[config.mk]
export PLATFORM = sky130hd
export DESIGN_NAME = lbc_pd
export DESIGN_NICKNAME = d
export VERILOG_FILES = /design/src/rtl/lbc_pkg.sv /design/src/rtl/lbc_pd.sv
export SDC_FILE = /design/constraint.sdc
export NUM_CORES = 1
export LEC_CHECK = 0
export BUFFER_PORTS_ARGS = -buffer_cell sky130_fd_sc_hd__buf_2
export CAP_MARGIN = 20
export CORE_ASPECT_RATIO = 1.2
export CORE_UTILIZATION = 45
export DETAILED_ROUTE_END_ITERATION = 7
export PLACE_DENSITY_LB_ADDON = 0.12
export SYNTH_ARGS = -nofsm -noshare
export SYNTH_HDL_FRONTEND = slang
export SYNTH_SLANG_ARGS = --single-unit
[constraint.sdc]
create_clock -name i_clk -period 7.2 [get_ports i_clk]
set_input_delay 1.08 -clock i_clk [delete_from_list [all_inputs] [get_ports i_clk]]
set_output_delay 1.08 -clock i_clk [all_outputs]
set_load 0.1 [all_outputs]
[src/rtl/lbc_pkg.sv]
// Shared types, constants and helpers for the leg balance controller.
// Used by every module in rtl/; depends on nothing else.

package lbc_pkg;

    // number format
    localparam int FRAC_BITS = 16;
    localparam int GAIN_FRAC = 16;

    // pipeline timing, counted in stages after the input register
    localparam int LAT_WRAP = 5;
    localparam int LAT_PD   = 3;
    localparam int LAT_LQR  = 4;
    localparam int LAT_CORE = LAT_WRAP + LAT_PD;
    localparam int FRC_DLY  = LAT_CORE - LAT_PD;
    localparam int LQR_DLY  = LAT_CORE - LAT_LQR;
    localparam int OUT_STG  = LAT_CORE + 1;

    // rounded widths
    localparam int PD_W  = 36;
    localparam int RND_W = 43;

    // pd gains: kp is a power of two, kd = round(0.8 * 2^16)
    localparam int                 PD_KP_SHIFT = 18;
    localparam logic signed [16:0] PD_KD       = 17'sd52429;

    // angle wrap: pi at FRAC_BITS, modulus 2*pi, bias that keeps the error positive,
    // reciprocal floor(2^34 / modulus)
    localparam int           WRAP_SHIFT    = 34;
    localparam logic [19:0]  WRAP_PI       = 20'd205887;
    localparam logic [18:0]  WRAP_M        = 19'd411774;
    localparam logic [19:0]  WRAP_M_PI     = 20'd617661;
    localparam logic [20:0]  WRAP_2M       = 21'd823548;
    localparam logic [34:0]  WRAP_BIAS     = 35'd4295214594;
    localparam logic [15:0]  WRAP_RECIP    = 16'd41721;

    // lqr gain matrix, Q.16; row 0 wheel torque, row 1 rod torque
    localparam int LQR_ROWS   = 2;
    localparam int LQR_STATES = 6;
    localparam logic signed [24:0] LQR_GAIN [LQR_ROWS][LQR_STATES] = '{
        '{-25'sd5378631, -25'sd758533, -25'sd17701, -25'sd32257, -25'sd8797520,
          -25'sd995092},
        '{ 25'sd4807039,  25'sd618562,  25'sd129263, 25'sd152607, 25'sd9022269,
           25'sd1096555}
    };

    // configuration register map
    localparam int CFG_IDX_W  = 3;
    localparam int CFG_DATA_W = 32;

    typedef enum logic [CFG_IDX_W-1:0] {
        CFG_REF_LEN_L  = 3'd0,
        CFG_REF_LEN_R  = 3'd1,
        CFG_REF_ANG_L  = 3'd2,
        CFG_REF_ANG_R  = 3'd3,
        CFG_JOINT_LIM  = 3'd4,
        CFG_WHEEL_LIM  = 3'd5,
        CFG_TORQUE_SRC = 3'd6
    } t_cfg_idx;

    // rod torque source codes
    localparam logic TSRC_PD  = 1'b0;
    localparam logic TSRC_LQR = 1'b1;

    // reset values
    localparam logic [30:0]        RST_REF_LEN   = 31'd25192;
    localparam logic signed [31:0] RST_REF_ANG_L = -32'sd102944;
    localparam logic signed [31:0] RST_REF_ANG_R = -32'sd91506;
    localparam logic [30:0]        RST_JOINT_LIM = 31'd655360;
    localparam logic [30:0]        RST_WHEEL_LIM = 31'd327680;

    typedef struct packed {
        logic [30:0]        ref_len_l;
        logic [30:0]        ref_len_r;
        logic signed [31:0] ref_ang_l;
        logic signed [31:0] ref_ang_r;
        logic [30:0]        joint_limit;
        logic [30:0]        wheel_limit;
        logic               torque_src;
    } t_cfg;

    typedef struct packed {
        logic               leg_sel;
        logic signed [31:0] length_now;
        logic signed [31:0] length_rate;
        logic signed [31:0] angle_now;
        logic signed [31:0] angle_rate;
        logic signed [31:0] tilt;
        logic signed [31:0] tilt_rate;
        logic signed [31:0] position;
        logic signed [31:0] velocity;
        logic signed [31:0] pitch;
        logic signed [31:0] pitch_rate;
    } t_in_req;

    typedef struct packed {
        logic               leg_out;
        logic signed [31:0] rod_force;
        logic signed [31:0] rod_torque;
        logic signed [31:0] wheel_torque;
    } t_out_resp;

    // symmetric saturation; a zero limit gives zero
    function automatic logic signed [31:0] clamp_sym(input logic signed [RND_W-1:0] v,
                                                     input logic [30:0] lim);
        logic signed [RND_W-1:0] hi;
        logic signed [RND_W-1:0] lo;
        logic signed [RND_W-1:0] res;
        hi = $signed({{(RND_W-31){1'b0}}, lim});
        lo = -hi;
        if (v > hi) begin
            res = hi;
        end else if (v < lo) begin
            res = lo;
        end else begin
            res = v;
        end
        return res[31:0];
    endfunction

endpackage

[src/rtl/lbc_pd.sv]
// Three-stage PD term: 4.0 * err - 0.8 * rate, rounded from Q.16 gains.
// Depends on lbc_pkg for gains and widths.

module lbc_pd (
    input  logic                             i_clk,
    input  logic                             i_en,
    input  logic signed [32:0]               i_err,
    input  logic signed [31:0]               i_rate,
    output logic signed [lbc_pkg::PD_W-1:0]  o_value
);
    import lbc_pkg::*;

    logic signed [32:0]     r_err;
    logic signed [48:0]     r_rate_p;
    logic signed [51:0]     r_sum;
    logic signed [51:0]     n_sum;
    logic signed [51:0]     n_rnd;
    logic signed [PD_W-1:0] r_value;

    // kp is a shift, kd a multiplier
    assign n_sum = $signed({r_err[32], r_err, {PD_KP_SHIFT{1'b0}}})
                 - 52'(r_rate_p);
    // round to nearest, ties up
    assign n_rnd = r_sum + $signed(52'(1) <<< (GAIN_FRAC - 1));

    always_ff @(posedge i_clk) begin
        if (i_en) begin
            r_err    <= i_err;
            r_rate_p <= i_rate * PD_KD;
            r_sum    <= n_sum;
            r_value  <= n_rnd[GAIN_FRAC +: PD_W];
        end
    end

    assign o_value = r_value;

endmodule

# --- Yosys cells after proc, flatten, opt, wreduce, memory -nomap -nowiden ---
# Cells that the tools add are included.
word_totals:
  regBits: 170
  latch_bits: 0
  mem_bits_rw: 0
  romBits: 0
  out_inout_bits: 36
  wordCells: 7
  n_memories: 0
classes:
  add_sub_neg: 2
  n_mul: 1
  n_div: 0
  n_lt_le_gt_ge: 0
  eq_ne: 0
  shifts: 0
  n_mux: 0
  bitwise_logic: 0
  n_reduce_logical: 0
ops:
  columns: ["op", "n"]
  rows:
  - ["$add A52 B17 Y52 const B", 1]
  - ["$sub A51 B49 Y52", 1]
  - ["$mul A32 B17 Y49 const B", 1]

# --- Logic depth before layout (Yosys ltp) ---
depth:
  ltp_word: 1
  mapped_depth: 22
  depth_no_buf: 21

# --- Worst setup path after synthesis ---
# No wires, ideal clock.
synth_path:
  path_kind: "input -> register"
  from: "input i_rate[6]"
  to: "register r_rate_p[47] (data pin)"
  setup_time_ns: 0.258
  arrival_time_ns: 5.975
  setup_slack_ns: 0.967
  path_stages: 20
  path_buffers: 1
  path_cell_list: "ha_1 xor2_1 ha_1 a21o_1 fa_1 fa_1 fa_1 inv_1 fa_1 inv_1 ha_1 clkbuf_1 a21o_1 o21ba_2 a21oi_1 o41ai_1 and2_1 o221ai_1 o221a_2 xor2_1"
synth_via:
  elab_chain_len: 1
synth_lines:
  columns: ["item", "line_no", "source"]
  rows:
  - ["start: declaration", "lbc_pd.sv:8", "input logic signed [31:0] i_rate,"]
  - ["$mul A32 B17 Y49", "lbc_pd.sv:29", "r_rate_p <= i_rate * PD_KD;"]
  - ["end signal: assignment", "lbc_pd.sv:29", null]
  - ["end: declaration", "lbc_pd.sv:14", "logic signed [48:0] r_rate_p;"]
# No other way between the ends.
# A chain may end at the register's enable or synchronous reset.

# --- Worst setup path in the final report ---
layout_path:
  from: "input i_rate[4]"
  to: "register r_rate_p[47] (data pin)"
# Same word-level chain as after synthesis.

==> reports/metrics.yaml <==
status:
  outcome: "complete, no violations"
worst_setup_path:
  critPathKind: "input port to flop"
  crit_path_frequent_cell: "fa_1"
  critPathRequiredTime_ns: 7.37
  critPathLaunch: "i_rate[4]"
  crit_chain: "buf_2, ha_1, xor2_1, ha_1, a21o_1, fa_1, fa_1, fa_1, inv_1, fa_1, inv_1, ha_1, a21oi_1, o21ba_2, a21oi_1, o41ai_1, and2_1, o221ai_1, o221a_2, xor2_1"
  timing.rr.start: "r_err[9]"
  cp-endpoint: "r_rate_p[47]"
  worst_r2r_path_depth: 9
  cp_data_arrival_time_ns: 6.59
  critical_path_depth: 20
  path_buf_inv: 3
  cp_max_fo: 7
  endpoint_kind: "flop"
  r2r-end: "r_sum[49]"
  critPathLaunchType: "input port"
  crit_family: "adder cells"
  ff2ff_setup_slack_ns: 4.08
  slowest_stage: "fa_1"
  slowest_delay_ns: 0.54
clocking:
  cts_tree: "done"
  cts_hold_buf: 0
  ctsHtreeMaxLevel: 4
  cts-resized-gates: 0
  cts.sinks: 155
  cts_buffers: 17
  clk_latency_ns: 0.42
  cts_buffer_depth: 2
  cts-root-buf: "clkbuf_16"
  clk_pin_slew_ns: 0.06
  postCtsSetupBuffers: 0
route:
  topRoutingLayerUsed: "met4"
  drtIter0Drc: 396
  drc: 0
  num_vias: 11400
  vias_per_cell: 5.06
  ant_nets: 0
  wl_met3_um: 782
  wl_met1_um: 17600
  wl_um: 36400
  dr_wl_met2_um: 17500
  dr.pass1.iters: 5
  wl_per_cell_um: 16.1
synth:
  ys_ff_latch: 155
  synth_edf_count: 155
  syn_inst: 1671
  synthFlopType: "edfxtp_1"
  synth_top_family_by_area: "adder cells"
  synth-simple-area-share_pct: 8.45
  async_flop_share_pct: 0
  synth.yosys.seq_area_share_pct: 26.8
  syn_avg_cell_area_um2: 10.4
  synth.distinct_cells: 73
  synthMuxAreaShare_pct: 0.173
  synthAdderAreaFrac_pct: 37.8
  syn_nets: 2156
  synth_xor_area_share_pct: 7.98
  ys_warn_count: 0
  synth_area_um2: 17300
  synth-compound-area-share_pct: 10.8
global_route:
  grt_usage_pct: 19.3
  antenna_found_initial: 0
  grt_pass1_wl_um: 59600
  grt_overflow: 0
  grt_max_degree: 83
  grt_pass1_vias: 11600
place:
  gp_congestion: 0.889
  dp_slack_ns: 0.376
  port_buffers: 102
  placedCellCount: 2227
  dpl.hpwl_um: 31400
floorplanning:
  core_um2: 37900
  rows: 78
  design.die.area_um2: 39300
  io_pins: 103
  start_util_pct: 45.8
  die_x_um: 181
  fp.dieH_um: 217
layout:
  areaGrowthSynthToFinish_pct: 9.41
  final_cells: 2259
  drive_above_1_share_pct: 9.11
  diodes: 0
  nets: 2251
sta:
  grt_setup_unrepaired: "false"
  fin_crit_ns: 6.41
  worstMarginPinSlew_ns: 0.881
  setup_viol: 0
  period_share_pct: 89.1
  hold_viol_final: 0
  fin_ws_ns: 0.788
  maxSlewViolCount: 0
  max_freq_ghz: 0.156
  setup_tns_ns: 0
  clock_skew_ns: 0.00711
  slew_headroom_pct: 41.3
flow_run:
  drv_cap: 0
min_path:
  hold_class: "flop to flop"
flip-flops by register name (all words and copies together), names as in the netlist:
signal / cells
r_rate_p: 49
r_sum: 37
r_err: 33
o_value: 36
final cells by class:
class | instances | area, um^2
well taps | 480 | 601
multi-input cells | 1148 | 11300
clock buffers | 18 | 429
repair buffers | 105 | 539
clock inverters | 14 | 171
fillers | 3543 | 18900
inverters | 339 | 1270
flip-flops and latches | 155 | 4650
cells by family (layout without fill, tap and decap cells):
| kind of cell | after synthesis | in the layout |
|---|---|---|
| AOI/OAI and AO/OA | 281 | 281 |
| muxes | 3 | 3 |
| buffers and inverters | 368 | 476 |
| and+or+nand+nor | 287 | 287 |
| adders and majority gates | 419 | 419 |
| DFF | 155 | 155 |
| xor gates and xnor gates | 158 | 158 |
layout by cell type, fill, tap and decap left out, types with 27 or more instances in the layout:
cell type  instances
xor2_1            56
xnor2_1          102
nand3_1           34
o21ai_0           50
fa_1             175
a21o_1            51
nor2_1            49
a21oi_1           81
edfxtp_1         155
ha_1             243
nand2_1           83
nand4_1           27
buf_2            101
inv_1            339
worst min path at each step:
stage                     startpoint           to  slack (ns)  depth (start not counted)
after floorplan            r_sum[51]  o_value[35]        0.53                          1
after global placement     r_sum[51]  o_value[35]        0.53                          1
after detailed placement   r_sum[51]  o_value[35]        0.54                          1
after CTS                  r_sum[51]  o_value[35]        0.55                          1
after global routing       r_sum[51]  o_value[35]        0.57                          1
final                      r_sum[51]  o_value[35]        0.55                          1
cells in the mapped netlist, types with 2 or more instances:
master    count  area [um^2]
a211oi_1      7         52.6
a211oi_2      2         25.0
a21boi_0      3         22.5
a21o_1       51          383
a21oi_1      81          405
a221o_1       2         20.0
a221oi_1      3         26.3
a311oi_1      3         26.3
a31o_2        2         17.5
a31oi_1       7         43.8
a41oi_1       2         17.5
and2_1        9         56.3
and3_1       12         75.1
and3_2        2         15.0
and4_1        7         61.3
clkbuf_1     29          109
edfxtp_1    155         4650
fa_1        175         3500
ha_1        243         3040
inv_1       339         1270
mux2i_1       3         30.0
nand2_1      83          312
nand2b_1     17          106
nand3_1      34          170
nand4_1      27          169
nor2_1       49          184
nor2b_1       6         37.5
nor3_1       17         85.1
nor3b_1       3         22.5
nor4_1        2         12.5
o211ai_1      5         37.5
o21a_1        8         60.1
o21ai_0      50          250
o21ai_1       4         20.0
o21bai_1     17          128
o22ai_1       5         31.3
o311ai_1      2         17.5
o31a_1        2         17.5
o31ai_1       5         37.5
or2_2         5         31.3
or3_1         3         18.8
or4_1         3         22.5
xnor2_1     102          893
xor2_1       56          490
layer usage:
metal,global-route usage (%),vias up
met2,32.9,161
li1,-,5794
met1,26.2,5444
met5,0,-
met3,1.96,30
met4,5.00,0
metrics by stage:
stage | hold WS, ns | instance area, um^2 | utilization [%]
finish | 0.547 | 19000 | 50.1
global route | 0.575 | 19000 | 50.1
CTS | 0.551 | 19000 | 50.1
detailed placement | 0.537 | 18400 | 48.5
global placement | 0.532 | 18400 | 48.5
floorplan | 0.527 | 17300 | -
Power is left out: the tool's default activity adds up to more than one toggle a clock period on the data nets, which glitch-free logic cannot reach.
