**config.mk**
```make
export PLATFORM = sky130hd
export DESIGN_NAME = lbc_wrap
export DESIGN_NICKNAME = d
export VERILOG_FILES = /design/src/rtl/lbc_pkg.sv /design/src/rtl/lbc_wrap.sv
export SDC_FILE = /design/constraint.sdc
export NUM_CORES = 1
export LEC_CHECK = 0
export BUFFER_PORTS_ARGS = -buffer_cell sky130_fd_sc_hd__clkbuf_2
export CORE_ASPECT_RATIO = 1.4
export CORE_MARGIN = 2
export CORE_UTILIZATION = 40
export DETAILED_ROUTE_END_ITERATION = 8
export PLACE_DENSITY_LB_ADDON = 0.1
export SLEW_MARGIN = 10
export SYNTH_ARGS = -nofsm -noshare
export SYNTH_HDL_FRONTEND = slang
export SYNTH_SLANG_ARGS = --single-unit
```
**constraint.sdc**
```tcl
create_clock -name i_clk -period 7.03 [get_ports i_clk]
set_input_delay 0.703 -clock i_clk [delete_from_list [all_inputs] [get_ports i_clk]]
set_output_delay 0.703 -clock i_clk [all_outputs]
set_load 0.03 [all_outputs]
```
**src/rtl/lbc_pkg.sv**
```systemverilog
// Shared types, constants and helpers for the leg balance controller.
// Used by every module in rtl/; depends on nothing else.

package lbc_pkg;

    // number format
    localparam int FRAC_BITS = 16;
    localparam int GAIN_FRAC = 16;

    // pipeline timing, counted in stages after the input register
    localparam int LAT_WRAP = 5;
    localparam int LAT_PD   = 3;
    localparam int LAT_LQR  = 4;
    localparam int LAT_CORE = LAT_WRAP + LAT_PD;
    localparam int FRC_DLY  = LAT_CORE - LAT_PD;
    localparam int LQR_DLY  = LAT_CORE - LAT_LQR;
    localparam int OUT_STG  = LAT_CORE + 1;

    // rounded widths
    localparam int PD_W  = 36;
    localparam int RND_W = 43;

    // pd gains: kp is a power of two, kd = round(0.8 * 2^16)
    localparam int                 PD_KP_SHIFT = 18;
    localparam logic signed [16:0] PD_KD       = 17'sd52429;

    // angle wrap: pi at FRAC_BITS, modulus 2*pi, bias that keeps the error positive,
    // reciprocal floor(2^34 / modulus)
    localparam int           WRAP_SHIFT    = 34;
    localparam logic [19:0]  WRAP_PI       = 20'd205887;
    localparam logic [18:0]  WRAP_M        = 19'd411774;
    localparam logic [19:0]  WRAP_M_PI     = 20'd617661;
    localparam logic [20:0]  WRAP_2M       = 21'd823548;
    localparam logic [34:0]  WRAP_BIAS     = 35'd4295214594;
    localparam logic [15:0]  WRAP_RECIP    = 16'd41721;

    // lqr gain matrix, Q.16; row 0 wheel torque, row 1 rod torque
    localparam int LQR_ROWS   = 2;
    localparam int LQR_STATES = 6;
    localparam logic signed [24:0] LQR_GAIN [LQR_ROWS][LQR_STATES] = '{
        '{-25'sd5378631, -25'sd758533, -25'sd17701, -25'sd32257, -25'sd8797520,
          -25'sd995092},
        '{ 25'sd4807039,  25'sd618562,  25'sd129263, 25'sd152607, 25'sd9022269,
           25'sd1096555}
    };

    // configuration register map
    localparam int CFG_IDX_W  = 3;
    localparam int CFG_DATA_W = 32;

    typedef enum logic [CFG_IDX_W-1:0] {
        CFG_REF_LEN_L  = 3'd0,
        CFG_REF_LEN_R  = 3'd1,
        CFG_REF_ANG_L  = 3'd2,
        CFG_REF_ANG_R  = 3'd3,
        CFG_JOINT_LIM  = 3'd4,
        CFG_WHEEL_LIM  = 3'd5,
        CFG_TORQUE_SRC = 3'd6
    } t_cfg_idx;

    // rod torque source codes
    localparam logic TSRC_PD  = 1'b0;
    localparam logic TSRC_LQR = 1'b1;

    // reset values
    localparam logic [30:0]        RST_REF_LEN   = 31'd25192;
    localparam logic signed [31:0] RST_REF_ANG_L = -32'sd102944;
    localparam logic signed [31:0] RST_REF_ANG_R = -32'sd91506;
    localparam logic [30:0]        RST_JOINT_LIM = 31'd655360;
    localparam logic [30:0]        RST_WHEEL_LIM = 31'd327680;

    typedef struct packed {
        logic [30:0]        ref_len_l;
        logic [30:0]        ref_len_r;
        logic signed [31:0] ref_ang_l;
        logic signed [31:0] ref_ang_r;
        logic [30:0]        joint_limit;
        logic [30:0]        wheel_limit;
        logic               torque_src;
    } t_cfg;

    typedef struct packed {
        logic               leg_sel;
        logic signed [31:0] length_now;
        logic signed [31:0] length_rate;
        logic signed [31:0] angle_now;
        logic signed [31:0] angle_rate;
        logic signed [31:0] tilt;
        logic signed [31:0] tilt_rate;
        logic signed [31:0] position;
        logic signed [31:0] velocity;
        logic signed [31:0] pitch;
        logic signed [31:0] pitch_rate;
    } t_in_req;

    typedef struct packed {
        logic               leg_out;
        logic signed [31:0] rod_force;
        logic signed [31:0] rod_torque;
        logic signed [31:0] wheel_torque;
    } t_out_resp;

    // symmetric saturation; a zero limit gives zero
    function automatic logic signed [31:0] clamp_sym(input logic signed [RND_W-1:0] v,
                                                     input logic [30:0] lim);
        logic signed [RND_W-1:0] hi;
        logic signed [RND_W-1:0] lo;
        logic signed [RND_W-1:0] res;
        hi = $signed({{(RND_W-31){1'b0}}, lim});
        lo = -hi;
        if (v > hi) begin
            res = hi;
        end else if (v < lo) begin
            res = lo;
        end else begin
            res = v;
        end
        return res[31:0];
    endfunction

endpackage

```
**src/rtl/lbc_wrap.sv**
```systemverilog
// Five-stage reduction of the leg angle error into (-pi, pi].
// Modulo by 2*pi through a reciprocal multiply and a final correction; uses lbc_pkg.

module lbc_wrap (
    input  logic               i_clk,
    input  logic               i_en,
    input  logic signed [31:0] i_ref,
    input  logic signed [31:0] i_now,
    output logic signed [19:0] o_err
);
    import lbc_pkg::*;

    logic signed [32:0] n_d;
    logic [34:0]        n_u;
    logic [33:0]        r_u;
    logic [33:0]        r_u2;
    logic [33:0]        r_u3;
    logic [49:0]        r_pq;
    logic [34:0]        r_qm;
    logic [33:0]        n_r0;
    logic [19:0]        r_r0;
    logic signed [20:0] n_wr;
    logic signed [19:0] r_wr;

    // biased error is positive and has the same residue
    assign n_d  = 33'(i_ref) - 33'(i_now);
    assign n_u  = 35'(n_d) + WRAP_BIAS;
    // remainder estimate lies in [0, 2m)
    assign n_r0 = r_u3 - r_qm[33:0];

    // fold the remainder into (-pi, pi]
    always_comb begin
        if (r_r0 > WRAP_M_PI) begin
            n_wr = $signed(21'(r_r0) - WRAP_2M);
        end else if (r_r0 > WRAP_PI) begin
            n_wr = $signed(21'(r_r0) - 21'(WRAP_M));
        end else begin
            n_wr = $signed(21'(r_r0));
        end
    end

    always_ff @(posedge i_clk) begin
        if (i_en) begin
            r_u  <= n_u[33:0];
            r_pq <= r_u * WRAP_RECIP;
            r_u2 <= r_u;
            r_qm <= r_pq[WRAP_SHIFT +: 16] * WRAP_M;
            r_u3 <= r_u2;
            r_r0 <= n_r0[19:0];
            r_wr <= n_wr[19:0];
        end
    end

    assign o_err = r_wr;

endmodule

```
======== Word level (Yosys, flattened, before mapping) ========
Cells that the tools add are included.
operators by class
  $add $sub $neg .......................... 5
  multipliers ............................. 2
  order comparisons ....................... 2
  multiplexer cells ....................... 2
operator list
  operator                                                                           count
  34-bit by 16-bit multiplier with 50-bit output, second input constant              1
  20-bit 2-to-1 mux                                                                  2
  33-bit by 34-bit adder with 34-bit output, second input constant                   1
  32-bit by 32-bit subtractor with 33-bit output                                     1
  20-bit by 18-bit greater-than comparator with 1-bit output, second input constant  1
  20-bit greater-than comparator, second input constant                              1
  20-bit by 19-bit subtractor with 20-bit output, second input constant              1
  20-bit subtractor                                                                  1
  20-bit subtractor, second input constant                                           1
  16-bit by 18-bit multiplier with 19-bit output, second input constant              1
storage, ports and cells
  flip-flop bits (word level) ............. 183
  logic and storage cells ................. 18

======== Logic depth before layout (Yosys ltp) ========
Gate-level depths: netlist (run 1).
  depth in word-level cells ............... 3
  gate-level depth with buffers ........... 21

======== Worst setup path after synthesis (run 1) ========
OpenSTA, ideal clock, no wires.
  path kind ............................... register to register
  start ................................... register r_u[10]
  end ..................................... register r_pq[49] (data pin)
  library setup time ...................... 260 ps
  arrival ................................. 5597 ps
  required time ........................... 6770 ps
  slack ................................... 1173 ps
  cell stages (with the launch flop) ...... 22
  buffers on the path ..................... 0
  clock period less this slack ............ 5857 ps
  cells stage by stage .................... edfxtp_1 > inv_1 > fa_1 > fa_1 > fa_1 > inv_1 > fa_1 > fa_1 > inv_1 > fa_1 > inv_1 > ha_1 > a211oi_1 > o211ai_1 > a221oi_1 > o21ai_1 > a21oi_2 > o211ai_2 > a21oi_2 > o211ai_1 > a21oi_2 > xnor2_1
on the way
  longest elaborated chain between the ends .. 1
RTL lines
  what                                            RTL line        RTL
  start: declaration                              lbc_wrap.sv:15  logic [33:0] r_u;
  start signal: assignment                        lbc_wrap.sv:44  r_u <= n_u[33:0];
  34-bit by 16-bit multiplier with 50-bit output  lbc_wrap.sv:45  r_pq <= r_u * WRAP_RECIP;
  end signal: assignment                          lbc_wrap.sv:45
  end: declaration                                lbc_wrap.sv:18  logic [49:0] r_pq;
Every way passes these cells.
A chain may end at the register's enable or synchronous reset.

======== Worst setup path after layout (run 1) ========
  start ................................... register r_u[14]
  end ..................................... register r_pq[49] (data pin)
The elaborated chain is that of the path after synthesis.

==> results.sh, run 1 <==
export IMPL_setup_viol=0
export IMPL_post_cts_buffers=0
export IMPL_grt_pass1_vias=13300
export IMPL_critPathKind="reg2reg"
export IMPL_hold_path_cell_count=0
export IMPL_drive_above_1_share=0.0691
export IMPL_synthesis_nets=2508
export IMPL_syn2layout_area_growth_pct=9.02
export IMPL_muxShareOfSynthArea=0
export IMPL_antenna_found_initial=0
export IMPL_drtIter0Drc=406
export IMPL_reg2regPathDepth=21
export IMPL_synth_top_area_share=0.271
export IMPL_placementRows=95
export IMPL_antennaDiodeCount=0
export IMPL_ys_seq_elements=149
export IMPL_wl_per_cell_um=15.9
export IMPL_tightest_slew_ps=1110
export IMPL_synth_cell_types=61
export IMPL_yosys_area_top_type="fa_1"
export IMPL_overflow=0
export IMPL_core_area_um2=48100
export IMPL_yosysWarnings=0
export IMPL_outcome="completed"
export IMPL_cap_violations=0
export IMPL_cp_end_kind="flip-flop"
export IMPL_die_h_um=265
export IMPL_place_gp_congestion=0.894
export IMPL_die_area_um2=50600
export IMPL_initial_utilization=0.406
export IMPL_viasPerCell=4.79
export IMPL_grt_setup_unrepaired="false"
export IMPL_cts_resized=0
export IMPL_cts_root_buf="clkbuf_16"
export IMPL_final_nets=2602
export IMPL_clk_path_buf_depth=2
export IMPL_cts_max_level=4
export IMPL_synth_async_reset_ratio=0
export IMPL_synth_compound_area_frac=0.0748
export IMPL_min_period_ps=6490
export IMPL_clkTransAtPathRegs_ps=60
export IMPL_cts_buffers_inserted=17
export IMPL_synthSimpleGateAreaFrac=0.0498
export IMPL_synth_edf_count=149
export IMPL_slew_limit_headroom=0.261
export IMPL_cts_sinks=149
export IMPL_ant_nets=0
export IMPL_dieWidth_um=191
export IMPL_boundaryPins=86
export IMPL_finClkSkew_ps=23.9
export IMPL_min_period_over_period=0.923
export IMPL_grt_max_degree=90
export IMPL_grt_pass1_wl_um=67100
export IMPL_maxSlewViolCount=0
export IMPL_yosys_most_used_dff="edfxtp_1"
export IMPL_min_path_type="reg2reg"
export IMPL_io_buffers=85
export IMPL_drc=0
export IMPL_cp_max_fo=5
export IMPL_worstPathArrival_ps=6680
export IMPL_synth_area_um2=19500
export IMPL_fmax_ghz=0.154
export IMPL_ys_seq_area_frac=0.229
export IMPL_critPathLaunchType="flip-flop"
export IMPL_syn_inst=1820
export IMPL_syn_area_per_cell_um2=10.7
export IMPL_drt_wl_total_um=40800
export IMPL_hpwl_um=35600
export IMPL_synth_xor_area_frac=0.0444
export IMPL_synth_fa_ha_area_frac=0.500
export IMPL_cts_tree="done"
export IMPL_ctsHoldBuffers=0
export IMPL_vias=12200
export IMPL_tns_ps=0
export IMPL_grt_use_total=0.173
export IMPL_synth_top_family_by_area="adder cells"
export IMPL_hold_viol_final=0
export IMPL_drtPass1Iterations=5
export IMPL_synth_area_top_cells="fa_1, ha_1, edfxtp_1"
export IMPL_clk_latency_ps=460
export IMPL_worst_ep_required_time_ps=7220
==> per-layer routing <==
metal	vias to the layer above	GRT usage	share of wire
li1	6055	-	-
met1	5978	0.195	0.39
met2	150	0.330	0.56
met3	53	0.0195	0.016
met4	0	0.0645	0.029
met5	-	0	0
==> flip-flops by register name, indices dropped and copies added, names as in the netlist <==
signal and flops:
r_u 34, r_r0 20, o_err 20, r_u3 20, r_pq 16, r_qm 19
r_u2 20
==> through the flow <==
step	instance area, µm²	utilization	setup slack [ps]	hold WS [ps]	cells
floorplan	19500	-	1170	400	1820
global placement	20700	0.430	539	404	2525
detailed placement	20700	0.430	507	405	2525
CTS	21300	0.442	484	423	2556
global route	21300	0.442	42.2	430	2556
finish	21300	0.442	538	421	2556
==> final timing paths <==
| path | start | endpoint | slack [ps] |
|---|---|---|---|
| worst max register to register | r_u[14] | r_pq[49] | 540 |
| worst max-delay path | r_u[14] | r_pq[49] | 540 |
| worst min-delay path | r_u3[0] | r_r0[0] | 420 |
| worst min register to register | r_u3[0] | r_r0[0] | 420 |
==> layout by cell type, fill, tap and decap left out, drive strengths merged, types with 8 or more instances in the layout <==
master,n
nor3,21
xor2,26
a21o,23
a21oi,66
and3,10
nor2,52
a211oi,12
nor2b,11
nand2,55
nand3,16
o21a,8
clkbuf,102
ha,358
xnor2,73
nand4,9
o21bai,10
fa,264
edfxtp,149
inv,519
o211ai,10
o21ai,49
nand2b,9
==> critical path, cell delays in order (launching register included) <==
cell      delay [ps]
edfxtp_1         500
inv_1            210
fa_1             610
fa_1             450
fa_1             510
inv_1             50
fa_1             480
fa_1             540
inv_1             50
fa_1             540
inv_1             40
ha_1             320
a21oi_1          190
o211ai_1         140
a221oi_1         280
o21ai_1          150
a21oi_2          250
o211ai_2         180
a21oi_2          280
o211ai_1         190
a21oi_2          180
xnor2_1           70
==> cells in the mapped netlist (all sizes together) (9+ instances only) <==
library cell,instances
a211oi,12
a21o,23
a21oi,66
and3,10
edfxtp,149
fa,264
ha,358
inv,514
nand2,55
nand2b,9
nand3,16
nand4,9
nor2,52
nor2b,11
nor3,21
o211ai,10
o21ai,49
o21bai,10
xnor2,73
xor2,26
==> logic make-up after synthesis <==
kind of cell | Yosys count
compound gates | 221
flops | 149
xor+xnor | 99
fa+ha+maj | 622
buf+inv | 527
simple gates | 202
==> layout make-up <==
type / count / area, µm²
inverter: 515 / 1930
multi-input combinational: 1144 / 13100
sequential: 149 / 4470
clock buffer: 18 / 429
tap: 630 / 788
fill: 4594 / 26900
clock inverter: 13 / 149
timing repair buffer: 87 / 447
Power of run 1 is not shown: default switching activity piles up to over one toggle a cycle in this logic, so the estimate is an artifact.
==> inputs of run 2 (changes only) <==
--- a/config.mk
+++ b/config.mk
@@ -10,7 +10,7 @@
 export CORE_MARGIN = 2
 export CORE_UTILIZATION = 40
 export DETAILED_ROUTE_END_ITERATION = 8
-export PLACE_DENSITY_LB_ADDON = 0.1
+export PLACE_DENSITY = 0.53
 export SLEW_MARGIN = 10
 export SYNTH_ARGS = -nofsm -noshare
 export SYNTH_HDL_FRONTEND = slang
==> run 2 against run 1 <==
Via count increased by 0.18%. Worst setup slack got worse by 20 ps. Critical path type unchanged. Register-to-register slack got worse by 20 ps. Core utilization about the same. Flip-flop and latch count unchanged. Largest cell class unchanged. Die area unchanged. Global-route usage decreased by 0.095 points. Worst hold slack got worse by 1.9 ps. Sequential share of layout area about the same. Highest routed layer unchanged. Wire length decreased by 0.52%.
==> results.sh, run 2 (same netlist as run 1, synthesis figures left out) <==
export IMPL_outcome="completed"
export IMPL_antennaDiodeCount=0
export IMPL_setup_viol=0
export IMPL_final_nets=2603
export IMPL_drt_wl_total_um=40500
export IMPL_cp_cell_sequence="inv_1 -> fa_1 -> fa_1 -> fa_1 -> inv_1 -> fa_1 -> fa_1 -> inv_1 -> fa_1 -> inv_1 -> ha_1 -> a41oi_1 -> o21ai_0 -> a221oi_1 -> o21ai_1 -> a21oi_2 -> o211ai_2 -> a21oi_2 -> o211ai_1 -> a21oi_2 -> xnor2_1"
export IMPL_grt_setup_unrepaired="false"
export IMPL_largest_register_ffs=34
export IMPL_cp_end_kind="flip-flop"
export IMPL_crit_slowest_cell="fa_1"
export IMPL_final_cell_mix="inv_1, ha_1, fa_1, edfxtp_1, clkbuf_2"
export IMPL_reg2regPathDepth=21
export IMPL_io_buffers=85
export IMPL_worst_ep_required_time_ps=7220
export IMPL_cts_root_buf="clkbuf_16"
export IMPL_dieWidth_um=191
export IMPL_timing_rr_end="r_pq[49]"
export IMPL_fin_cells=2558
export IMPL_antenna_found_initial=0
export IMPL_post_cts_buffers=0
export IMPL_clk_path_buf_depth=2
export IMPL_die_area_um2=50600
export IMPL_cts_max_level=4
export IMPL_syn2layout_area_growth_pct=9.00
export IMPL_cp_max_fo=5
export IMPL_worst_slack_ps=519
export IMPL_critPathKind="reg2reg"
export IMPL_hpwl_um=35500
export IMPL_min_to="r_u3[2]"
export IMPL_die_h_um=265
export IMPL_min_path_type="reg2reg"
export IMPL_critPathLaunchType="flip-flop"
export IMPL_initial_utilization=0.406
export IMPL_top_register="r_u"
export IMPL_overflow=0
export IMPL_tns_ps=0
export IMPL_drtPass1Iterations=4
export IMPL_cts_sinks=149
export IMPL_clk_latency_ps=440
export IMPL_grt_pass1_vias=13300
export IMPL_regToRegSetupSlack_ps=520
export IMPL_hold_path_cell_count=0
export IMPL_vias=12300
export IMPL_worstPathArrival_ps=6700
export IMPL_drive_above_1_share=0.0705
export IMPL_wl_per_cell_um=15.9
export IMPL_grt_pass1_wl_um=67000
export IMPL_boundaryPins=86
export IMPL_pre_cts_ws_ps=475
export IMPL_cts_tree="done"
export IMPL_maxSlewViolCount=0
export IMPL_hold_viol_final=0
export IMPL_min_period_over_period=0.926
export IMPL_ant_nets=0
export IMPL_drtIter0Drc=453
export IMPL_clkTransAtPathRegs_ps=70
export IMPL_drc=0
export IMPL_min_period_ps=6510
export IMPL_place_gp_congestion=0.888
export IMPL_core_area_um2=48100
export IMPL_grt_use_total=0.172
export IMPL_hp_start="r_u2[2]"
export IMPL_crit_reg2reg_launch="r_u[17]"
export IMPL_final_common_cell="inv_1"
export IMPL_cap_violations=0
export IMPL_cts_buffers_inserted=17
export IMPL_placementRows=95
export IMPL_tightest_slew_ps=676
export IMPL_viasPerCell=4.79
export IMPL_grt_max_degree=60
export IMPL_finClkSkew_ps=17.4
export IMPL_cts_resized=0
export IMPL_slowest_delay_ps=590
export IMPL_ctsHoldBuffers=0
export IMPL_placedCellCount=2526
export IMPL_slew_limit_headroom=0.550
export IMPL_crit_top_cell="fa_1"
export IMPL_fmax_ghz=0.154
==> run 2: cell count changes in the layout (fill, tap and decap cells not counted), sizes merged <==
cell / change
inv: +3
buf: +1
bufinv: -1
clkbuf: -1
==> run 2: worst max-delay path, delay by kind of cell (launching register included) <==
family | cells | cell delay, ps
DFF | 1 | 530
xor gates and xnor gates | 1 | 70
AOI/OAI and AO/OA | 9 | 1830
adders and majority gates | 7 | 3450
buffers and inverters | 4 | 350
==> run 2: layer usage <==
metal / wire length, µm / vias up / track usage / share of wire
met5: 0 / - / 0 / 0
met3: 697 / 47 / 0.0175 / 0.017
met1: 15500 / 6024 / 0.189 / 0.38
li1: - / 6041 / - / -
met4: 1040 / 0 / 0.0555 / 0.026
met2: 23300 / 146 / 0.340 / 0.58
==> run 2: how the worst max path moves through the flow <==
| stage | from | end | slack [ps] | cells after the start |
|---|---|---|---|---|
| 2_1_floorplan | r_u[10] | r_pq[49] | 1170 | 21 |
| 3_3_place_gp | r_u[17] | r_pq[49] | 600 | 21 |
| 3_5_place_dp | r_u[17] | r_pq[49] | 470 | 21 |
| 4_1_cts | r_u[17] | r_pq[49] | 450 | 21 |
| 5_1_grt | r_u[17] | r_pq[49] | 50 | 21 |
| 6_report | r_u[17] | r_pq[49] | 520 | 21 |
==> run 2: metrics by stage <==
step | hold slack (ps) | cell area [µm²] | util
floorplan | 400 | 19500 | -
global placement | 401 | 20700 | 0.430
detailed placement | 405 | 20700 | 0.430
CTS | 420 | 21300 | 0.442
global route | 415 | 21300 | 0.442
finish | 419 | 21300 | 0.442
==> run 2: area by class of cell <==
cell class | instances | area (µm²)
Clock buffer | 17 | 425
Tap cell | 630 | 788
Timing Repair Buffer | 88 | 454
Multi-Input combinational cell | 1144 | 13100
Clock inverter | 15 | 143
Fill cell | 4617 | 26900
Inverter | 515 | 1930
Sequential cell | 149 | 4470
Power of run 2 is left out for the same reason.
