## src/rtl/lbc_pkg.sv

```systemverilog
// Shared types, constants and helpers for the leg balance controller.
// Used by every module in rtl/; depends on nothing else.

package lbc_pkg;

    // number format
    localparam int FRAC_BITS = 16;
    localparam int GAIN_FRAC = 16;

    // pipeline timing, counted in stages after the input register
    localparam int LAT_WRAP = 5;
    localparam int LAT_PD   = 3;
    localparam int LAT_LQR  = 4;
    localparam int LAT_CORE = LAT_WRAP + LAT_PD;
    localparam int FRC_DLY  = LAT_CORE - LAT_PD;
    localparam int LQR_DLY  = LAT_CORE - LAT_LQR;
    localparam int OUT_STG  = LAT_CORE + 1;

    // rounded widths
    localparam int PD_W  = 36;
    localparam int RND_W = 43;

    // pd gains: kp is a power of two, kd = round(0.8 * 2^16)
    localparam int                 PD_KP_SHIFT = 18;
    localparam logic signed [16:0] PD_KD       = 17'sd52429;

    // angle wrap: pi at FRAC_BITS, modulus 2*pi, bias that keeps the error positive,
    // reciprocal floor(2^34 / modulus)
    localparam int           WRAP_SHIFT    = 34;
    localparam logic [19:0]  WRAP_PI       = 20'd205887;
    localparam logic [18:0]  WRAP_M        = 19'd411774;
    localparam logic [19:0]  WRAP_M_PI     = 20'd617661;
    localparam logic [20:0]  WRAP_2M       = 21'd823548;
    localparam logic [34:0]  WRAP_BIAS     = 35'd4295214594;
    localparam logic [15:0]  WRAP_RECIP    = 16'd41721;

    // lqr gain matrix, Q.16; row 0 wheel torque, row 1 rod torque
    localparam int LQR_ROWS   = 2;
    localparam int LQR_STATES = 6;
    localparam logic signed [24:0] LQR_GAIN [LQR_ROWS][LQR_STATES] = '{
        '{-25'sd5378631, -25'sd758533, -25'sd17701, -25'sd32257, -25'sd8797520,
          -25'sd995092},
        '{ 25'sd4807039,  25'sd618562,  25'sd129263, 25'sd152607, 25'sd9022269,
           25'sd1096555}
    };

    // configuration register map
    localparam int CFG_IDX_W  = 3;
    localparam int CFG_DATA_W = 32;

    typedef enum logic [CFG_IDX_W-1:0] {
        CFG_REF_LEN_L  = 3'd0,
        CFG_REF_LEN_R  = 3'd1,
        CFG_REF_ANG_L  = 3'd2,
        CFG_REF_ANG_R  = 3'd3,
        CFG_JOINT_LIM  = 3'd4,
        CFG_WHEEL_LIM  = 3'd5,
        CFG_TORQUE_SRC = 3'd6
    } t_cfg_idx;

    // rod torque source codes
    localparam logic TSRC_PD  = 1'b0;
    localparam logic TSRC_LQR = 1'b1;

    // reset values
    localparam logic [30:0]        RST_REF_LEN   = 31'd25192;
    localparam logic signed [31:0] RST_REF_ANG_L = -32'sd102944;
    localparam logic signed [31:0] RST_REF_ANG_R = -32'sd91506;
    localparam logic [30:0]        RST_JOINT_LIM = 31'd655360;
    localparam logic [30:0]        RST_WHEEL_LIM = 31'd327680;

    typedef struct packed {
        logic [30:0]        ref_len_l;
        logic [30:0]        ref_len_r;
        logic signed [31:0] ref_ang_l;
        logic signed [31:0] ref_ang_r;
        logic [30:0]        joint_limit;
        logic [30:0]        wheel_limit;
        logic               torque_src;
    } t_cfg;

    typedef struct packed {
        logic               leg_sel;
        logic signed [31:0] length_now;
        logic signed [31:0] length_rate;
        logic signed [31:0] angle_now;
        logic signed [31:0] angle_rate;
        logic signed [31:0] tilt;
        logic signed [31:0] tilt_rate;
        logic signed [31:0] position;
        logic signed [31:0] velocity;
        logic signed [31:0] pitch;
        logic signed [31:0] pitch_rate;
    } t_in_req;

    typedef struct packed {
        logic               leg_out;
        logic signed [31:0] rod_force;
        logic signed [31:0] rod_torque;
        logic signed [31:0] wheel_torque;
    } t_out_resp;

    // symmetric saturation; a zero limit gives zero
    function automatic logic signed [31:0] clamp_sym(input logic signed [RND_W-1:0] v,
                                                     input logic [30:0] lim);
        logic signed [RND_W-1:0] hi;
        logic signed [RND_W-1:0] lo;
        logic signed [RND_W-1:0] res;
        hi = $signed({{(RND_W-31){1'b0}}, lim});
        lo = -hi;
        if (v > hi) begin
            res = hi;
        end else if (v < lo) begin
            res = lo;
        end else begin
            res = v;
        end
        return res[31:0];
    endfunction

endpackage

```

## src/rtl/lbc_cfg.sv

```systemverilog
// Configuration register file of the leg balance controller.
// Depends on lbc_pkg for the register map and reset values.

module lbc_cfg (
    input  logic                           i_clk,
    input  logic                           i_rst_n,
    input  logic                           i_cfg_we,
    input  logic [lbc_pkg::CFG_IDX_W-1:0]  i_cfg_idx,
    input  logic [lbc_pkg::CFG_DATA_W-1:0] i_cfg_wdata,
    output lbc_pkg::t_cfg                  o_cfg
);
    import lbc_pkg::*;

    t_cfg r_cfg;

    // register writes, unknown indexes are dropped
    always_ff @(posedge i_clk) begin
        if (!i_rst_n) begin
            r_cfg.ref_len_l   <= RST_REF_LEN;
            r_cfg.ref_len_r   <= RST_REF_LEN;
            r_cfg.ref_ang_l   <= RST_REF_ANG_L;
            r_cfg.ref_ang_r   <= RST_REF_ANG_R;
            r_cfg.joint_limit <= RST_JOINT_LIM;
            r_cfg.wheel_limit <= RST_WHEEL_LIM;
            r_cfg.torque_src  <= TSRC_LQR;
        end else if (i_cfg_we) begin
            case (t_cfg_idx'(i_cfg_idx))
                CFG_REF_LEN_L:  r_cfg.ref_len_l   <= i_cfg_wdata[30:0];
                CFG_REF_LEN_R:  r_cfg.ref_len_r   <= i_cfg_wdata[30:0];
                CFG_REF_ANG_L:  r_cfg.ref_ang_l   <= i_cfg_wdata;
                CFG_REF_ANG_R:  r_cfg.ref_ang_r   <= i_cfg_wdata;
                CFG_JOINT_LIM:  r_cfg.joint_limit <= i_cfg_wdata[30:0];
                CFG_WHEEL_LIM:  r_cfg.wheel_limit <= i_cfg_wdata[30:0];
                CFG_TORQUE_SRC: r_cfg.torque_src  <= i_cfg_wdata[0];
                default: ;
            endcase
        end
    end

    assign o_cfg = r_cfg;

endmodule

```

## config.mk

```make
export PLATFORM = sky130hd
export DESIGN_NAME = lbc_cfg
export DESIGN_NICKNAME = d
export VERILOG_FILES = /design/src/rtl/lbc_pkg.sv /design/src/rtl/lbc_cfg.sv
export SDC_FILE = /design/constraint.sdc
export NUM_CORES = 1
export LEC_CHECK = 0
export BUFFER_PORTS_ARGS = -buffer_cell sky130_fd_sc_hd__buf_2
export CAP_MARGIN = 10
export CORE_MARGIN = 3
export CORE_UTILIZATION = 51
export DETAILED_ROUTE_END_ITERATION = 8
export MAX_ROUTING_LAYER = met4
export PLACE_DENSITY = 0.8
export SLEW_MARGIN = 15
export SYNTH_ARGS = -nofsm -noshare
export SYNTH_HDL_FRONTEND = slang
export SYNTH_SLANG_ARGS = --single-unit
```

## constraint.sdc

```tcl
create_clock -name i_clk -period 1.3 [get_ports i_clk]
set_input_delay 0.195 -clock i_clk [delete_from_list [all_inputs] [get_ports i_clk]]
set_output_delay 0.195 -clock i_clk [all_outputs]
set_load 0.01 [all_outputs]
```

Word level (Yosys, flattened, before mapping)

Cells that the tools add are included.

Register bits: 189
Input bits: 38
Word-level logic and storage cells: 21

Equal/unequal tests: 6
Reductions and logical operators: 8

Operator list:

| operator                                                               | number |
|---|---|
| 2-bit AND reduction                                                    | 7 |
| 3-bit equality test (second input constant)                            | 3 |
| 3-bit by 2-bit equality test with 1-bit output (second input constant) | 2 |
| 3-bit by 1-bit equality test with 1-bit output (second input constant) | 1 |
| 3-bit zero test                                                        | 1 |

Depth between registers and ports, before layout

Gate-level depths: netlist of run 1.

Depth after elaboration: 2
Mapped depth: 5
Mapped depth without buffers: 2

Worst setup path before layout of run 1

Ideal clock, no wire load.

Kind: input to register
From: input port i_cfg_idx[1] (netlist bit)
To: register r_cfg (netlist bit o_cfg[158])
Data required time: 1.228 ns
Slack: 0.129 ns
Cell stages on the path: 4
Buffers on the path: 2
Arrival: 1.099 ns
Cell sequence: buf_4 > nor4b_4 > buf_6 > mux2i_1

Longest elaborated chain between the ends: 2

RTL lines:

| element                              | RTL line      | text |
|---|---|---|
| start, declared                      | lbc_cfg.sv:8  | `input logic [lbc_pkg::CFG_IDX_W-1:0] i_cfg_idx,` |
| 3-bit zero test                      | lbc_cfg.sv:27 | `case (t_cfg_idx'(i_cfg_idx))` |
| 2-bit AND reduction (no source line) | n/a           |  |
| end, declared                        | lbc_cfg.sv:14 | `t_cfg r_cfg;` |

Every way passes these cells.
A chain may end at the register's enable or synchronous reset.

Worst setup path in the final report of run 1

From: register r_cfg (netlist bit o_cfg[15])
To: output port o_cfg[15] (netlist bit)

RTL lines:

| element       | RTL line      | text |
|---|---|---|
| end, declared | lbc_cfg.sv:10 | `output lbc_pkg::t_cfg o_cfg` |

No word-level cell between the ends.

==> summary.md, run 1 <==
| Metric | Value |
|---|---|
| Status | finished, final reports clean |
| Pre-antenna DRT Iters | 4 |
| Clock sink total | roughly 190 |
| Clock root cell | clkbuf_16 |
| WS Path Type | reg2out |
| Final min period | 1120 ps |
| Buffers on Ports | 226 |
| Worst-Margin Slew | about 290 ps |
| Gr usage total | 0.244 |
| CTS buffer count | 17 |
| Remaining global-route overflow | 0 |
| WL met2 | about 8800 um |
| Lkg Pwr | 4.61 nW |
| Routed vias | between 5k and 6k |
| Pin count of the biggest net entering global routing | 62 |
| Met1 wire length | 8320 um |
| Filler instances | between 1k and 1.5k |
| Final worst slack | 183 ps |
| Hold path startpoint | i_cfg_wdata[31] |
| Setup WS pre-CTS | -56.0 ps |
| Count of cell types in the netlist | 13 |
| Dpl hpwl | roughly 13000 um |
| Cell count along the critical path | 1 |
| Drt total wl | 18800 um |
| Synth Cell Area | 7300 sq um |
| Top Family by Delay on Critical Path | flip-flops |
| Critical Path Slowest Stage Cell | dfxtp_1 |
| Final hold violations | 0 |
| Detail Route Antenna Nets | 0 |
| CTS H-tree lvls | 4 |
| Fin cells | 1109 |
| Area Overhead vs Synth | 28.4% |
| Reg2reg start | o_cfg[60] |
| Worst min path class | in2reg |
| Final setup violation count | 0 |
| Cell taking the most area after synthesis | dfxtp_1 |
| Clk_lat worst skew | 410 ps |
| Clock skew | 0 ps |
| CP max stage delay | 360 ps |
| Synth Area per Inst | 10.5 sq um |
| Sequential share of the synthesized area | 0.519 |
| Synth area leaders | dfxtp_1, mux2i_1, nand2_1 |
| Max Slew Vio Count | 0 |
| Syn_nets | 731 |
| CP Cell Sequence | buf_2 |
| Worst path arrival time | 920 ps |
| Slew HR | 0.805 |
| DRT iter0 DRCs | 225 |
| Synth Register Bits | 189 |
| Mapped Cells | 693 |
| RSZ-0062 raised after global routing | no |
| Post-CTS setup buffers | 0 |
| Number of buffer and inverter stages on the critical path | 1 |
| Synth top area share | 0.519 |
| CTS tree | done |
| Layout cells sized above 1 | 0.313 |
| DR top layer | met4 |
| Starting density of the core | 0.524 |
| First-pass GRT wire length | 29600 um |
| Die ar. | 15800 sq um |
| Critical Path RT | 1110 ps |
| Core box area | 13900 sq um |
| Maximum VDD drop | 839 uV |
| Maximum fanout along the worst path | 2 |
| Height of the chip | 126 um |
| DR WL met3 | 978 um |
| DRC violations left | 0 |
| Die Span X | 126 um |
| GPL Wtd Cong | 0.868 |
| Largest register FFs | 189 |
| Nets | 954 |
| Cts hold-fix bufs | 0 |
| Reg2Reg Depth | 2 |
| Wire length per cell | 16.9 um |
| DR vias/cell | 5.02 |
| Clock tree buffer depth | 2 |
| Site row count | 43 |
| Reg clk slew, reported paths | 70 ps |
| Vias in the first global route | approximately 5.6k |
| Yosys warnings | 0 |
| Max cap viols | 0 |
| Initial antenna violation count | 0 |
| Hold path cells | 3 |
| Fmax | around 900 MHz |
| Boundary Pins | 227 |
| Cts repair resizes | 0 |
| Placed insts | 1077 |
| Crit path launch | o_cfg[15] |
| Power per cell area | 1310 nW/um^2 |
| Hold Worst Slack | roughly 52 ps |
| Period utilization | 0.859 |
| CP Launch Type | register |
| Antenna cells | 0 |
| Worst setup EP type | output pin |
-- metrics by stage --
step	power, mW	area [sq um]	util	TNS, ps
global placement	7.02	8750	0.628	-52.9
CTS	12.3	9370	0.672	0
global route	12.7	9370	0.672	0
floorplan	6.64	7300	-	0
detailed placement	7.04	8750	0.628	-473
finish	12.2	9370	0.672	0
-- path summary, 6_finish.rpt --
| kind | endpoint | slack, ps |
|---|---|---|
| setup / recovery | o_cfg[15] | 180 |
| hold / removal | o_cfg[94] | 50 |
| setup reg to reg | o_cfg[60] | 640 |
| hold reg to reg | o_cfg[188] | 450 |
-- synth_stat cells --
master	number
buf_4	5
clkbuf_1	22
buf_2	16
nor4b_4	1
dfxtp_1	189
nand2_1	157
and4bb_2	2
and4b_1	1
nor2b_1	94
nand4bb_1	3
nand4b_1	3
mux2i_1	189
buf_6	11
-- per-layer routing --
metal  global-route usage  up-vias
li1                     -     2727
met1                0.310     2630
met2                0.381      167
met3               0.0453       47
met4                0.103        0
met5                    -        -
-- cell type report --
type / count / area [sq um] / area share
multi-input cells: 450 / 3200 / 0.342
flip-flops and latches: 189 / 3780 / 0.404
repair buffers: 258 / 1540 / 0.164
well taps: 180 / 225 / 0.0240
clock buffers: 23 / 478 / 0.0510
clock inverters: 9 / 134 / 0.0143
-- kinds of logic (layout without fill, tap and decap cells) --
family	Yosys count	in the layout	share of synthesized area
simple gates	261	261	0.178
mux	189	189	0.259
buf+inv	54	290	0.0444
flops	189	189	0.519
-- where the power goes --
| group | internal, mW | switching, mW | leakage, nW | total, mW |
|---|---|---|---|---|
| logic | 0.402 | 0.524 | 2.78 | 0.925 |
| registers | 5.92 | 0.0652 | 1.53 | 5.98 |
| clock network | 3.19 | 2.15 | 0.298 | 5.34 |
-- layout by cell type, fill, tap and decap left out, drive strengths merged --
cell	Yosys	layout
nor4b	1	1
nand4bb	3	3
nor2b	94	94
clkinv	0	4
bufinv	0	3
inv	0	1
nand2	157	157
clkbuf	22	23
mux2i	189	189
nand4b	3	3
clkinvlp	0	1
buf	32	258
and4bb	2	2
and4b	1	1
dfxtp	189	189
(Power assumes the default switching activity.)
==> inputs of run 2 (changes only) <==
--- a/config.mk
+++ b/config.mk
@@ -6,7 +6,7 @@
 export NUM_CORES = 1
 export LEC_CHECK = 0
 export BUFFER_PORTS_ARGS = -buffer_cell sky130_fd_sc_hd__buf_2
-export CAP_MARGIN = 10
+export CORE_ASPECT_RATIO = 1.5
 export CORE_MARGIN = 3
 export CORE_UTILIZATION = 51
 export DETAILED_ROUTE_END_ITERATION = 8
==> run 2 against run 1 <==
  * Utilization grew 1.1 points
  * Design area grew 0.12%
  * Largest power group unchanged
  * Global-route usage shrank 0.30 points
  * Combinational power shrank 0.9%
  * Final cell count grew 1.2%
  * Non-clock buffer count grew 3
  * Highest routed layer unchanged
  * Fmax shrank 3.3%
  * Sequential share of layout area is essentially flat
  * Sequential cell count is the same
  * Clock-buffer cell count shrank 6
==> summary.md, run 2 (same netlist as run 1, synthesis figures left out) <==
| Metric | Value |
|---|---|
| DRC violations left | 0 |
| Clk_lat worst skew | 420 ps |
| Wire length per cell | around 17 um |
| Routed vias | about 5.5k |
| Status | finished, final reports clean |
| WS Path Type | reg2out |
| Drt total wl | 18600 um |
| DR vias/cell | 4.92 |
| Clock skew | 0 ps |
| Die ar. | 15800 sq um |
| Area Overhead vs Synth | 28.5% |
| Die Span X | 104 um |
| Dpl hpwl | 13800 um |
| Worst path arrival time | 960 ps |
| CP max stage delay | 390 ps |
| Clock sink total | 189 |
| GPL Wtd Cong | 0.818 |
| Final Util | 0.683 |
| Core box area | roughly 14000 sq um |
| Maximum fanout along the worst path | 2 |
| DRT iter0 DRCs | 164 |
| Slew HR | 0.816 |
| Fin cells | 1122 |
| Hold Worst Slack | roughly 39 ps |
| Maximum VDD drop | just over 900 uV |
| Detail Route Antenna Nets | 0 |
| Final worst slack | 145 ps |
| Final setup TNS | 0 ps |
| CP Cell Sequence | buf_2 |
| Initial antenna violation count | 1 |
| Placed insts | 1089 |
| CTS tree | done |
| Layout cells sized above 1 | 0.319 |
| Buffers on Ports | 226 |
| Final min period | 1160 ps |
| Worst-Margin Slew | around 280 ps |
| Fmax | just under 900 MHz |
| Clock root cell | clkbuf_16 |
| Cts hold-fix bufs | 0 |
| Max cap viols | 0 |
| Worst setup EP type | output pin |
| Top Family by Delay on Critical Path | flip-flops |
| Pin count of the biggest net entering global routing | 63 |
| Worst min path class | in2reg |
| Site row count | 52 |
| Cts repair resizes | 0 |
| RSZ-0062 raised after global routing | no |
| Period utilization | 0.889 |
| Nets | 957 |
| Starting density of the core | 0.531 |
| Largest register FFs | 189 |
| Setup WS pre-CTS | -29.3 ps |
| CTS H-tree lvls | 4 |
| Reg clk slew, reported paths | 70 ps |
| CP Launch Type | register |
| Critical Path RT | about 1100 ps |
| First-pass GRT wire length | 29800 um |
| Final setup violation count | 0 |
| Clock tree buffer depth | 2 |
| Most frequent cells in the layout | buf_2, mux2i_1, dfxtp_1 |
| Final hold violations | 0 |
| Remaining global-route overflow | 0 |
| Max Slew Vio Count | 0 |
| CTS buffer count | 17 |
| Commonest non-fill, non-tap cell in the layout | buf_2 |
| Gr usage total | 0.241 |
| Boundary Pins | between 200 and 250 |
| Filler instances | 1106 |
| Vias in the first global route | 5695 |
| Power per cell area | 1290 nW/um^2 |
| Pre-antenna DRT Iters | 5 |
| Lkg Pwr | 4.62 nW |
| Number of buffer and inverter stages on the critical path | 1 |
| Post-CTS setup buffers | 0 |
| Critical Path Slowest Stage Cell | dfxtp_1 |
| Height of the chip | 152 um |
## run 2: cell count changes in the layout (fill, tap and decap cells not counted)
cell,change
clkinvlp_4,-1
buf_4,+4
inv_6,+3
diode_2,+1
inv_8,+4
clkinv_4,+1
clkbuf_8,-3
clkinv_2,-1
buf_12,-1
bufinv_16,-2
clkbuf_1,-3
clkinv_8,+2
## run 2: worst paths after layout
path                    from    endpoint  slack [ps]  depth (start not counted)
max reg2reg       o_cfg[105]  o_cfg[105]         640                          2
max               o_cfg[102]  o_cfg[102]         140                          1
min          i_cfg_wdata[31]  o_cfg[126]          40                          3
min reg2reg       o_cfg[174]  o_cfg[174]         460                          2
## run 2: power by group
part,switching (mW),total (mW),internal [mW]
logic,0.516,0.917,0.400
registers,0.0667,5.98,5.91
clock network,2.44,5.19,2.76
## run 2: cell type report
class                           instances  area (sq um)  share of cell area
Timing Repair Buffer                  261          1550               0.165
Clock buffer                           17           425              0.0454
Sequential cell                       189          3780               0.404
Multi-Input combinational cell        450          3200               0.342
Tap cell                              189           236              0.0252
Antenna cell                            1          2.50            0.000267
Clock inverter                         15           174              0.0185
## run 2: layer usage
layer,up-vias,wire [um],track usage
li1,2732,-,-
met1,2593,7500,0.259
met2,168,9680,0.428
met3,31,960,0.0627
met4,0,479,0.0843
met5,-,0,-
## run 2: stage by stage
step	instance area, sq um	total power, mW
after CTS	9370	12.2
after detailed placement	8770	7.04
after global placement	8770	7.02
after floorplan	7300	6.64
after global routing	9380	12.5
final	9380	12.1
==> inputs of run 3 (changes only) <==
--- a/config.mk
+++ b/config.mk
@@ -5,13 +5,13 @@
 export SDC_FILE = /design/constraint.sdc
 export NUM_CORES = 1
 export LEC_CHECK = 0
-export BUFFER_PORTS_ARGS = -buffer_cell sky130_fd_sc_hd__buf_2
 export CORE_ASPECT_RATIO = 1.5
 export CORE_MARGIN = 3
-export CORE_UTILIZATION = 51
+export CORE_UTILIZATION = 55
 export DETAILED_ROUTE_END_ITERATION = 8
+export DONT_BUFFER_PORTS = 1
 export MAX_ROUTING_LAYER = met4
-export PLACE_DENSITY = 0.8
+export PLACE_DENSITY = 0.7
 export SLEW_MARGIN = 15
 export SYNTH_ARGS = -nofsm -noshare
 export SYNTH_HDL_FRONTEND = slang
==> run 3 against run 2 <==
  * Total power fell by 2.1%
  * Wire length increased by 8.9%
  * Die area decreased by 6.9%
==> summary.md, run 3 (same netlist as run 1, synthesis figures left out) <==
| Metric | Value |
|---|---|
| Clk_lat worst skew | 410 ps |
| Hold path startpoint | i_cfg_wdata[13] |
| Worst setup EP type | register |
| Status | finished, final reports clean |
| Maximum VDD drop | 1020 uV |
| Nets | 824 |
| Area Overhead vs Synth | 25.2% |
| Final Util | 0.719 |
| Height of the chip | around 150 um |
| Remaining global-route overflow | 0 |
| Initial antenna violation count | 2 |
| Most frequent cells in the layout | mux2i_1, dfxtp_1, nand2_1 |
| Worst path most repeated cell | dlygate4sd3_1 |
| CTS H-tree lvls | 4 |
| Hold Path End | o_cfg[45] |
| Layout cells sized above 1 | 0.0815 |
| Wire length per cell | 21.2 um |
| Clock skew | 0 ps |
| Top Family by Delay on Critical Path | buffers and inverters |
| Worst min path class | in2reg |
| Placed insts | approximately 800 |
| Fin cells | 956 |
| Worst path arrival time | 1590 ps |
| Power per cell area | 1300 nW/um^2 |
| Vias in the first global route | between 5k and 6k |
| Reg-to-Reg End | o_cfg[8] |
| Reg2reg start | o_cfg[8] |
| Tot Pwr | 11.8 mW |
| Worst-Margin Slew | 489 ps |
| Dpl hpwl | 12200 um |
| CTS buffer count | 17 |
| Pre-antenna DRT Iters | 4 |
| Routed vias | 5242 |
| Clock sink total | between 150 and 200 |
| CP max stage delay | 580 ps |
| Detail Route Antenna Nets | 0 |
| Final setup violation count | 0 |
| Lkg Pwr | 3.74 nW |
| Number of buffer and inverter stages on the critical path | 2 |
| Critical Path RT | 1610 ps |
| Period utilization | 0.987 |
| Fmax | between 700 and 800 MHz |
| Gr usage total | 0.280 |
| Commonest non-fill, non-tap cell in the layout | mux2i_1 |
| Boundary Pins | 227 |
| Die Span X | between 100 and 150 um |
| Buffers on Ports | 0 |
| Starting density of the core | 0.574 |
| Die ar. | between 10000 and 15000 sq um |
| Core box area | 12700 sq um |
| Clock root cell | clkbuf_16 |
| Drt total wl | 20300 um |
| Pin count of the biggest net entering global routing | 204 |
| DRT iter0 DRCs | 175 |
| Largest register FFs | 189 |
| Final min period | between 1000 and 1500 ps |
| First-pass GRT wire length | 30800 um |
| Final hold violations | 0 |
| Critical Path Slowest Stage Cell | dlygate4sd3_1 |
| DRC violations left | 0 |
| Reg-to-reg setup timing slack | roughly 40 ps |
| CP Cell Sequence | dlygate4sd3_1, nor2b_2, mux2i_1, dlygate4sd3_1 |
| WS Path Type | in2reg |
| CP Launch Type | input pin |
| Post-CTS setup buffers | 0 |
| DR vias/cell | about 5.5 |
| Site row count | 50 |
| Filler instances | 913 |
| Max cap viols | 0 |
| CTS tree | done |
| GPL Wtd Cong | 0.787 |
| Slew HR | 0.674 |
| Reg2Reg Depth | 3 |
| Reg clk slew, reported paths | 80 ps |
| Maximum fanout along the worst path | 2 |
| Max Slew Vio Count | 0 |
| Clock tree buffer depth | 2 |
| Hold path cells | 2 |
[run 3: timing repair]
action	CTS	global route
hold buffers	119	0
gates resized for setup	0	21
endpoints found under the hold margin	187	0
endpoints found under the setup margin	0	19
[run 3: worst max-delay path by stage]
stage                    start         end  slack, ps  cells past startpoint
2_1_floorplan     i_cfg_idx[1]  o_cfg[158]        130                      4
3_3_place_gp      i_cfg_idx[0]  o_cfg[176]        220                      3
3_5_place_dp      i_cfg_idx[0]  o_cfg[164]        180                      3
4_1_cts              o_cfg[32]   o_cfg[32]         70                      3
5_1_grt             o_cfg[185]  o_cfg[185]       -0.8                      3
6_report       i_cfg_wdata[22]  o_cfg[117]         20                      4
[run 3: final cells by class]
type,instances,area [sq um],share of cell area
clock inverters,14,160,0.0175
well taps,156,195,0.0214
diodes,2,5.00,0.000548
multi-input cells,450,3210,0.351
clock buffers,17,425,0.0466
flip-flops and latches,189,3810,0.417
repair buffers,128,1330,0.146
[run 3: where the power goes]
group | internal [mW] | total (mW) | switching, mW
Clock | 2.72 | 5.12 | 2.40
Sequential | 5.92 | 6.08 | 0.166
Combinational | 0.326 | 0.634 | 0.308
Total | 8.97 | 11.8 | 2.87
[run 3: layer usage]
| layer | share of wire | wire length [um] | GRT usage |
|---|---|---|---|
| met5 | 0 | 0 | - |
| met4 | 0.030 | 606 | 0.112 |
| met3 | 0.079 | 1600 | 0.0850 |
| met2 | 0.54 | 10900 | 0.504 |
| met1 | 0.35 | 7130 | 0.276 |
[run 3: metrics by stage]
stage | setup TNS [ps] | cell area, sq um | hold WS (ps) | setup WS (ps)
after floorplan | 0 | 7300 | 355 | 129
after global placement | 0 | 7310 | 360 | 215
after detailed placement | 0 | 7310 | 372 | 181
after CTS | 0 | 9100 | 0.253 | 70.8
after global routing | -0.845 | 9130 | 16.7 | -0.845
final | 0 | 9130 | 5.92 | 16.8
